$ cat config.mk
export PLATFORM = sky130hd
export DESIGN_NAME = thc_ctrl
export DESIGN_NICKNAME = d
export VERILOG_FILES = /design/src/rtl/thc_pkg.sv /design/src/rtl/thc_ctrl.sv
export SDC_FILE = /design/constraint.sdc
export NUM_CORES = 1
export LEC_CHECK = 0
export BUFFER_PORTS_ARGS = -buffer_cell sky130_fd_sc_hd__buf_2
export CAP_MARGIN = 20
export CORE_MARGIN = 2
export CORE_UTILIZATION = 50
export DETAILED_ROUTE_END_ITERATION = 8
export GPL_TIMING_DRIVEN = 0
export PLACE_DENSITY_LB_ADDON = 0.1
export SYNTH_ARGS = -nofsm -noshare
export SYNTH_HDL_FRONTEND = slang
export SYNTH_SLANG_ARGS = --single-unit
export TNS_END_PERCENT = 1
$ cat constraint.sdc
create_clock -name i_clk -period 3.6 [get_ports i_clk]
set_input_delay 1.08 -clock i_clk [delete_from_list [all_inputs] [get_ports i_clk]]
set_output_delay 1.08 -clock i_clk [all_outputs]
set_load 0.01 [all_outputs]
$ cat src/rtl/thc_pkg.sv
`timescale 1ns / 1ps
// ---------------------------------------------------------------------------
// thc_pkg
// Shared types, microcode table and saturation helpers for the hit chi-square
// unit.
// ---------------------------------------------------------------------------
package thc_pkg;

    // default number of fraction bits of every fixed point value
    localparam int unsigned FRAC_BITS_DEF = 16;

    // step counts of the shared iterative unit
    localparam logic [5:0] SQRT_STEPS = 6'd32;
    localparam logic [5:0] DIV_STEPS  = 6'd33;

    // microcode address ranges
    localparam logic [4:0] UPC_SQR_FIRST = 5'd0;
    localparam logic [4:0] UPC_SQR_LAST  = 5'd2;
    localparam logic [4:0] UPC_MAC_FIRST = 5'd3;
    localparam logic [4:0] UPC_MAC_LAST  = 5'd22;

    typedef enum logic [3:0] {
        S_IDLE,
        S_PREP,
        S_SQR,
        S_ROOT_GO,
        S_ROOT_WAIT,
        S_RCHK,
        S_DIVA_GO,
        S_DIVA_WAIT,
        S_DIVB_GO,
        S_DIVB_WAIT,
        S_MAC,
        S_DCHK,
        S_DIVC_GO,
        S_DIVC_WAIT,
        S_OUT
    } t_state;

    // multiplier operand pairs
    typedef enum logic [4:0] {
        MUL_NONE,
        MUL_HXHX,
        MUL_HYHY,
        MUL_ADX,
        MUL_BDY,
        MUL_AA,
        MUL_AB,
        MUL_BB,
        MUL_T1E0,
        MUL_T2E1,
        MUL_T3E2,
        MUL_AE3,
        MUL_BE4,
        MUL_U0U0,
        MUL_U0DZ,
        MUL_DZDZ,
        MUL_L00E5,
        MUL_L01L01,
        MUL_E5T1,
        MUL_L01T2,
        MUL_L00T3
    } t_mul_sel;

    // writeback of the product issued in the cycle before
    typedef enum logic [3:0] {
        WB_NONE,
        WB_S_LOAD,
        WB_S_ADD,
        WB_T1,
        WB_T2,
        WB_T3,
        WB_ACC_LD,
        WB_ACC_ADD,
        WB_ACC_ADD2,
        WB_ACC_SUB,
        WB_ACC_SUB2
    } t_wb_sel;

    // store of the saturated accumulator
    typedef enum logic [2:0] {
        ST_NONE,
        ST_U0,
        ST_L00,
        ST_L01,
        ST_DET,
        ST_NUM
    } t_st_sel;

    // job of the shared iterative unit
    typedef enum logic [1:0] {
        IT_ROOT,
        IT_DIVA,
        IT_DIVB,
        IT_DIVC
    } t_iter_sel;

    typedef struct packed {
        t_mul_sel mul;
        t_wb_sel  wb;
        t_st_sel  st;
    } t_ucmd;

    typedef struct packed {
        logic      prep;
        t_ucmd     uop;
        logic      iter_go;
        t_iter_sel iter_sel;
        logic      out_load;
        logic      out_invalid;
    } t_cmd;

    typedef struct packed {
        logic track_valid;
        logic root_zero;
        logic det_zero;
        logic iter_done;
        logic out_free;
    } t_status;

    // microcode: sum of squares, then the local frame multiply-accumulate
    function automatic t_ucmd ucode(input logic [4:0] idx);
        t_ucmd u;
        u = '{MUL_NONE, WB_NONE, ST_NONE};
        case (idx)
            5'd0:  u = '{MUL_HXHX,   WB_NONE,     ST_NONE};
            5'd1:  u = '{MUL_HYHY,   WB_S_LOAD,   ST_NONE};
            5'd2:  u = '{MUL_NONE,   WB_S_ADD,    ST_NONE};
            5'd3:  u = '{MUL_ADX,    WB_NONE,     ST_NONE};
            5'd4:  u = '{MUL_BDY,    WB_ACC_LD,   ST_NONE};
            5'd5:  u = '{MUL_AA,     WB_ACC_ADD,  ST_NONE};
            5'd6:  u = '{MUL_AB,     WB_T1,       ST_U0};
            5'd7:  u = '{MUL_BB,     WB_T2,       ST_NONE};
            5'd8:  u = '{MUL_T1E0,   WB_T3,       ST_NONE};
            5'd9:  u = '{MUL_T2E1,   WB_ACC_LD,   ST_NONE};
            5'd10: u = '{MUL_T3E2,   WB_ACC_ADD2, ST_NONE};
            5'd11: u = '{MUL_AE3,    WB_ACC_ADD,  ST_NONE};
            5'd12: u = '{MUL_BE4,    WB_ACC_LD,   ST_L00};
            5'd13: u = '{MUL_U0U0,   WB_ACC_ADD,  ST_NONE};
            5'd14: u = '{MUL_U0DZ,   WB_T1,       ST_L01};
            5'd15: u = '{MUL_DZDZ,   WB_T2,       ST_NONE};
            5'd16: u = '{MUL_L00E5,  WB_T3,       ST_NONE};
            5'd17: u = '{MUL_L01L01, WB_ACC_LD,   ST_NONE};
            5'd18: u = '{MUL_E5T1,   WB_ACC_SUB,  ST_NONE};
            5'd19: u = '{MUL_L01T2,  WB_ACC_LD,   ST_DET};
            5'd20: u = '{MUL_L00T3,  WB_ACC_SUB2, ST_NONE};
            5'd21: u = '{MUL_NONE,   WB_ACC_ADD,  ST_NONE};
            5'd22: u = '{MUL_NONE,   WB_NONE,     ST_NUM};
            default: u = '{MUL_NONE, WB_NONE, ST_NONE};
        endcase
        return u;
    endfunction

    // clamp a 35-bit signed value to 32 bits
    function automatic logic signed [31:0] sat35(input logic signed [34:0] v);
        logic signed [31:0] r;
        if (v > 35'sd2147483647) begin
            r = 32'sh7fff_ffff;
        end else if (v < -35'sd2147483648) begin
            r = 32'sh8000_0000;
        end else begin
            r = v[31:0];
        end
        return r;
    endfunction

    // give a magnitude its sign and clamp to 32 bits
    function automatic logic signed [31:0] sat_mag(input logic [63:0] m, input logic neg);
        logic signed [31:0] r;
        if (neg) begin
            r = (m > 64'h0000_0000_8000_0000) ? 32'sh8000_0000 : -m[31:0];
        end else begin
            r = (m > 64'h0000_0000_7fff_ffff) ? 32'sh7fff_ffff : m[31:0];
        end
        return r;
    endfunction

endpackage

$ cat src/rtl/thc_ctrl.sv
`timescale 1ns / 1ps
// ---------------------------------------------------------------------------
// thc_ctrl
// Sequencer for one hit: capture, sum of squares, root, two divisions,
// multiply-accumulate microcode, final division and result hand-off.
// ---------------------------------------------------------------------------
module thc_ctrl (
    input  logic             i_clk,
    input  logic             i_rst_n,
    input  logic             i_valid,
    input  logic             i_hit,
    output logic             o_ready,
    input  thc_pkg::t_status i_st,
    output thc_pkg::t_cmd    o_cmd
);

    thc_pkg::t_state r_state, n_state;
    logic [4:0]      r_upc,   n_upc;
    logic            r_inv,   n_inv;

    // state register
    always_ff @(posedge i_clk) begin
        if (!i_rst_n) begin
            r_state <= thc_pkg::S_IDLE;
            r_upc   <= '0;
            r_inv   <= 1'b0;
        end else begin
            r_state <= n_state;
            r_upc   <= n_upc;
            r_inv   <= n_inv;
        end
    end

    // next state and commands
    always_comb begin
        n_state = r_state;
        n_upc   = r_upc;
        n_inv   = r_inv;
        o_cmd   = '0;
        o_ready = 1'b0;
        case (r_state)
            thc_pkg::S_IDLE: begin
                o_ready = 1'b1;
                if (i_valid && i_hit) begin
                    n_state = thc_pkg::S_PREP;
                end
            end
            thc_pkg::S_PREP: begin
                o_cmd.prep = 1'b1;
                if (!i_st.track_valid) begin
                    n_inv   = 1'b1;
                    n_state = thc_pkg::S_OUT;
                end else begin
                    n_inv   = 1'b0;
                    n_upc   = thc_pkg::UPC_SQR_FIRST;
                    n_state = thc_pkg::S_SQR;
                end
            end
            thc_pkg::S_SQR: begin
                o_cmd.uop = thc_pkg::ucode(r_upc);
                n_upc     = r_upc + 5'd1;
                if (r_upc == thc_pkg::UPC_SQR_LAST) begin
                    n_state = thc_pkg::S_ROOT_GO;
                end
            end
            thc_pkg::S_ROOT_GO: begin
                o_cmd.iter_go  = 1'b1;
                o_cmd.iter_sel = thc_pkg::IT_ROOT;
                n_state        = thc_pkg::S_ROOT_WAIT;
            end
            thc_pkg::S_ROOT_WAIT: begin
                if (i_st.iter_done) begin
                    n_state = thc_pkg::S_RCHK;
                end
            end
            thc_pkg::S_RCHK: begin
                if (i_st.root_zero) begin
                    n_inv   = 1'b1;
                    n_state = thc_pkg::S_OUT;
                end else begin
                    n_state = thc_pkg::S_DIVA_GO;
                end
            end
            thc_pkg::S_DIVA_GO: begin
                o_cmd.iter_go  = 1'b1;
                o_cmd.iter_sel = thc_pkg::IT_DIVA;
                n_state        = thc_pkg::S_DIVA_WAIT;
            end
            thc_pkg::S_DIVA_WAIT: begin
                if (i_st.iter_done) begin
                    n_state = thc_pkg::S_DIVB_GO;
                end
            end
            thc_pkg::S_DIVB_GO: begin
                o_cmd.iter_go  = 1'b1;
                o_cmd.iter_sel = thc_pkg::IT_DIVB;
                n_state        = thc_pkg::S_DIVB_WAIT;
            end
            thc_pkg::S_DIVB_WAIT: begin
                if (i_st.iter_done) begin
                    n_upc   = thc_pkg::UPC_MAC_FIRST;
                    n_state = thc_pkg::S_MAC;
                end
            end
            thc_pkg::S_MAC: begin
                o_cmd.uop = thc_pkg::ucode(r_upc);
                n_upc     = r_upc + 5'd1;
                if (r_upc == thc_pkg::UPC_MAC_LAST) begin
                    n_state = thc_pkg::S_DCHK;
                end
            end
            thc_pkg::S_DCHK: begin
                if (i_st.det_zero) begin
                    n_inv   = 1'b1;
                    n_state = thc_pkg::S_OUT;
                end else begin
                    n_state = thc_pkg::S_DIVC_GO;
                end
            end
            thc_pkg::S_DIVC_GO: begin
                o_cmd.iter_go  = 1'b1;
                o_cmd.iter_sel = thc_pkg::IT_DIVC;
                n_state        = thc_pkg::S_DIVC_WAIT;
            end
            thc_pkg::S_DIVC_WAIT: begin
                if (i_st.iter_done) begin
                    n_state = thc_pkg::S_OUT;
                end
            end
            thc_pkg::S_OUT: begin
                if (i_st.out_free) begin
                    o_cmd.out_load    = 1'b1;
                    o_cmd.out_invalid = r_inv;
                    n_state           = thc_pkg::S_IDLE;
                end
            end
            default: begin
                n_state = thc_pkg::S_IDLE;
            end
        endcase
    end

    // a finished result waits in S_OUT until the output register frees up
    a_out_hold: assert property (@(posedge i_clk) disable iff (!i_rst_n)
        (r_state == thc_pkg::S_OUT && !i_st.out_free) |=> (r_state == thc_pkg::S_OUT))
        else $error("result dropped while output register busy");

    // the iterative unit only finishes while a wait state expects it
    a_done_wait: assert property (@(posedge i_clk) disable iff (!i_rst_n)
        i_st.iter_done |-> (r_state == thc_pkg::S_ROOT_WAIT ||
                            r_state == thc_pkg::S_DIVA_WAIT ||
                            r_state == thc_pkg::S_DIVB_WAIT ||
                            r_state == thc_pkg::S_DIVC_WAIT))
        else $error("iterative unit done outside a wait state");

    // microcode address stays inside the running program
    a_upc_range: assert property (@(posedge i_clk) disable iff (!i_rst_n)
        (r_state == thc_pkg::S_MAC) |-> (r_upc >= thc_pkg::UPC_MAC_FIRST &&
                                         r_upc <= thc_pkg::UPC_MAC_LAST))
        else $error("microcode address out of range");

endmodule

* After elaboration in Yosys (flattened, before gate mapping) *
Memories as Yosys holds them, arrays and structs flattened. A register that Yosys moved wholly into a read port is not among the register bits.
Cells that the tools add are included.

storage, ports and cells
  register bits after elaboration = 10
  bits in latches = 0
  RAM bits = 0
  memory bits (read-only) = 768
  input port bits = 9
  output and inout port bits = 19
  word-level logic and storage cells = 70
  memories = 2

operators by class
  add/sub/neg operators = 1
  $mul = 0
  divide/modulo/power cells = 0
  $lt $le $gt $ge = 0
  eq/ne operators = 27
  shift operators = 0
  mux-type cells = 29
  bitwise logic cells = 0
  reduce and logical (&&, ||, !) cells = 8

memory list
  memory           depth  bits a word  rd ports  clocked after Yosys merged registers in  write ports  line            RTL
  (no name shown)  32     12           1         1                                        0            thc_pkg.sv:125  case (idx)
  (no name shown)  32     12           1         1                                        0            thc_pkg.sv:125

operator list
  kind                   count
  $pmux W4 S15           1
  $mux W4                10
  $mux W5                6
  $eq A4 B4 Y1 const B   7
  $pmux W12 S2           1
  $ne A2 B2 Y1 const B   11
  $eq A4 B3 Y1 const B   4
  $pmux W5 S3            1
  $pmux W3 S4            1
  $eq A4 B2 Y1 const B   2
  $reduce_and A8 Y1      1
  $mux W2                3
  $reduce_and A3 Y1      2
  $reduce_bool A3 Y1     2
  $add A5 B1 Y5 const B  1
  $eq A5 B2 Y1 const B   1
  $eq A5 B5 Y1 const B   1
  $mux W1                5
  $eq A4 B1 Y1 const B   1
  $logic_not A4 Y1       1
  $pmux W1 S3            1
  $reduce_or A2 Y1       1
  $logic_and A1 B1 Y1    1

* Longest topological paths before layout *
  word-level depth = 6
  depth in mapped cells = 10

* Worst setup path before layout *
Ideal clock, no wire load.

  path type = input-to-output
  start = input port i_st[0] in the netlist's numbering
  end = output port o_cmd[0] in the netlist's numbering
  arrival = 1.657 ns
  path slack = 0.863 ns
  stages on the path = 2
  buffers on the path = 0
  cell sequence = nor3b_1 and2_1

RTL lines
  what         line            RTL
  from (decl)  thc_ctrl.sv:13  input thc_pkg::t_status i_st,
  to (decl)    thc_ctrl.sv:14  output thc_pkg::t_cmd o_cmd

==> impl_results.md <==
- DRT antenna net count: 0
- Io pins: 28
- Worst Hold Class: reg2reg
- TritonCTS clock tree: built
- Post-CTS Setup Bufs: 0
- CTS root buffer: clkbuf_4
- Worst EP required: approximately 2.5 ns
- Die width: 57.8 um
- Register area share after synthesis: a little under a third
- Post-Syn Area per Cell: between 8 and 9 um2
- Number of global-route vias before repair: 1218
- DR vias: 1314
- Routed wire per std cell: between 10 and 15 um
- CP Max Fanout: 10
- Global-route wire length before repair: 5.46 mm
- Crit end category: output port
- Pwr/cell area: around 630 mW/mm2
- Area Growth Syn to Fin: 15.7%
- Final setup fails: 0
- Antenna diodes: 0
- Cts hold-fix bufs: 0
- Mapped Nets: 184
- Fraction of layout instances using a drive strength above 1: between 20% and 30%
- Nets@finish: 216
- Num rows: 19
- Mapped cell area: 0.00145 mm2
- Status: finished clean
- Post-cts gate resize count: 0
- Clock latency on the worst-skew pair: 0.32 ns
- Largest net degree at the start of global routing: 14
- WL final: 3.18 mm
- Most used DFF post-synth: dfxtp_1
- Setup_tns: 0 ns
- Num CTS Buffers: 3
- All-layer global routing usage: between 20% and 30%
- Fill count: between 200 and 300
- Slew headroom: 53.6%
- Max Cap Violations: 0
- Layout Skew: between 0.01 and 0.015 ns
- HPWL Detailed: between 2 and 2.5 mm
- Place WS: about 0.54 ns
- Vias/cell: ~5.7
- Post-synth EDFFs: 0
- Drc violations: 0
- Die area: between 0.003 and 0.004 mm2
- Initial Util: a little over half
- Slew Viols, Final: 0
- Critical path launch point type: flop
- Period utilization: a little under nine tenths
- Worst-Margin Slew: approximately 0.7 ns
- I/O Buffers: 27
- H-tree lvl count: 1
- Clock transition at path regs: 0.13 ns
- Achievable frequency: about 330 MHz
- Async SR Flop Fraction: 0%
- Clock Path Buffers: 2
- Final worst path period need: 3.07 ns
- Clk sink count: 22
- Yosys reg bits: 22
- Unrepaired setup endpoints after global routing: no
- Pre-antenna DRT Iters: 4
- Placer Congestion: slightly above 0.8
- Maximum VDD drop: 0.423 mV
- Crit path DAT: ~2.0 ns
- Die height: a little under 60 um
- Grt total ovfl: 0
- Mapped Cells: 167
- CORE AREA: 0.00276 mm2
- Leakage power: between 0.7 and 0.8 nW
- Final hold violation count: 0
- Yosys warns: 0
- DR iter-0 viols: 45
- Synth cell types: 57
- Setup CP Type: reg2out
- Setup ws final: roughly 0.53 ns
- Initial antenna violation count: 0
## cell families (layout without fill, tap and decap cells)
family | Yosys count | in the layout | synth area share [%]
multiplexers | 1 | 1 | 0.952
AND/OR/NAND/NOR | 66 | 66 | 27.2
buffers and inverters | 20 | 51 | 7.45
AO/OA/AOI/OAI | 47 | 47 | 25.2
adder cells (fa/ha/maj) | 8 | 8 | 6.93
XOR/XNOR | 3 | 3 | 1.82
flip-flops | 22 | 22 | 30.5
## cell usage in the layout, fill, tap and decap left out, types with 4 or more instances in the layout
cell type  Yosys  final
buf_2          4     31
dfxtp_1       22     22
and2_1        16     16
nand2_1       14     14
a21oi_1       10     10
nor2_1         9      9
ha_1           8      8
o21ai_0        6      6
inv_1          5      5
nand3_1        4      4
## power by group
part / leakage [nW] / total (mW) / switching [mW] / internal, mW
registers: 0.179 / 0.321 / 0.0301 / 0.291
logic: 0.562 / 0.536 / 0.308 / 0.228
clock network: 0.0279 / 0.193 / 0.0801 / 0.113
## cell usage after synthesis, types with 2 or more instances
| cell type | number | area share (%) |
|---|---|---|
| dfxtp_1 | 22 | 30 |
| ha_1 | 8 | 6.9 |
| nor4_1 | 2 | 0.87 |
| inv_1 | 5 | 1.3 |
| nor2b_1 | 3 | 1.3 |
| o21ai_0 | 6 | 2.1 |
| nand2b_1 | 2 | 0.87 |
| nand2_1 | 14 | 3.6 |
| o2bb2ai_1 | 2 | 1.2 |
| and3_1 | 2 | 0.87 |
| xor2_1 | 2 | 1.2 |
| clkbuf_1 | 2 | 0.52 |
| a21oi_1 | 10 | 3.5 |
| inv_2 | 3 | 0.78 |
| a31oi_1 | 2 | 0.87 |
| buf_2 | 4 | 1.4 |
| o21a_1 | 3 | 1.6 |
| a21o_1 | 2 | 1.0 |
| and2_1 | 16 | 6.9 |
| nor3b_1 | 2 | 1.0 |
| o211ai_1 | 3 | 1.6 |
| o211a_1 | 2 | 1.4 |
| nand3_1 | 4 | 1.4 |
| nor2_1 | 9 | 2.3 |
| nor3_1 | 3 | 1.0 |
| buf_6 | 3 | 2.3 |
## per-layer routing
metal / track usage (%) / up-vias / wire length, um / share of wire (%)
met1: 27.1 / 613 / 1480 / 46
met4: 8.64 / 0 / 48 / 1.5
met3: 3.79 / 5 / 169 / 5.3
li1: - / 662 / - / -
met5: 0 / - / 0 / 0
met2: 34.1 / 34 / 1480 / 47
## critical path, stage by stage, from the launching register on
cell	delay (ns)
dfxtp_1	0.33
buf_2	0.21
buf_1	0.38
nand3_1	0.20
nor3b_1	0.27
and2_1	0.15
buf_2	0.12
## metrics by stage
stage	utilization, %	instances	total power, mW	hold WS (ns)	instance area, um2
2_1_floorplan	-	167	0.732	0.450	1450
3_3_place_gp	58.7	225	0.839	0.471	1620
3_5_place_dp	58.7	225	0.858	0.475	1620
4_1_cts	60.6	229	1.05	0.506	1670
5_1_grt	60.6	229	1.13	0.578	1670
6_report	60.6	229	1.05	0.505	1670
## layout make-up
type                            instances  area, um2  area share, %
Multi-Input combinational cell        125        897           53.7
Clock buffer                            3       22.5           1.35
Inverter                                8       30.0           1.80
Buffer                                 12       77.6           4.64
Sequential cell                        22        440           26.3
Timing Repair Buffer                   27        135           8.08
Clock inverter                          1       30.0           1.80
Tap cell                               31       38.8           2.32
## final timing paths
| check | slack [ns] | cells past startpoint | to | from |
|---|---|---|---|---|
| setup reg to reg | 1.11 | 8 | flop | r_state[3]$_SDFFE_PN0P_ |
| setup / recovery | 0.53 | 6 | o_cmd[0] | r_state[3]$_SDFFE_PN0P_ |
| hold reg to reg | 0.51 | 2 | r_inv$_SDFFE_PN0P_ | r_inv$_SDFFE_PN0P_ |
| hold / removal | 0.51 | 2 | r_inv$_SDFFE_PN0P_ | r_inv$_SDFFE_PN0P_ |
Power figures use the tool's default switching activity.
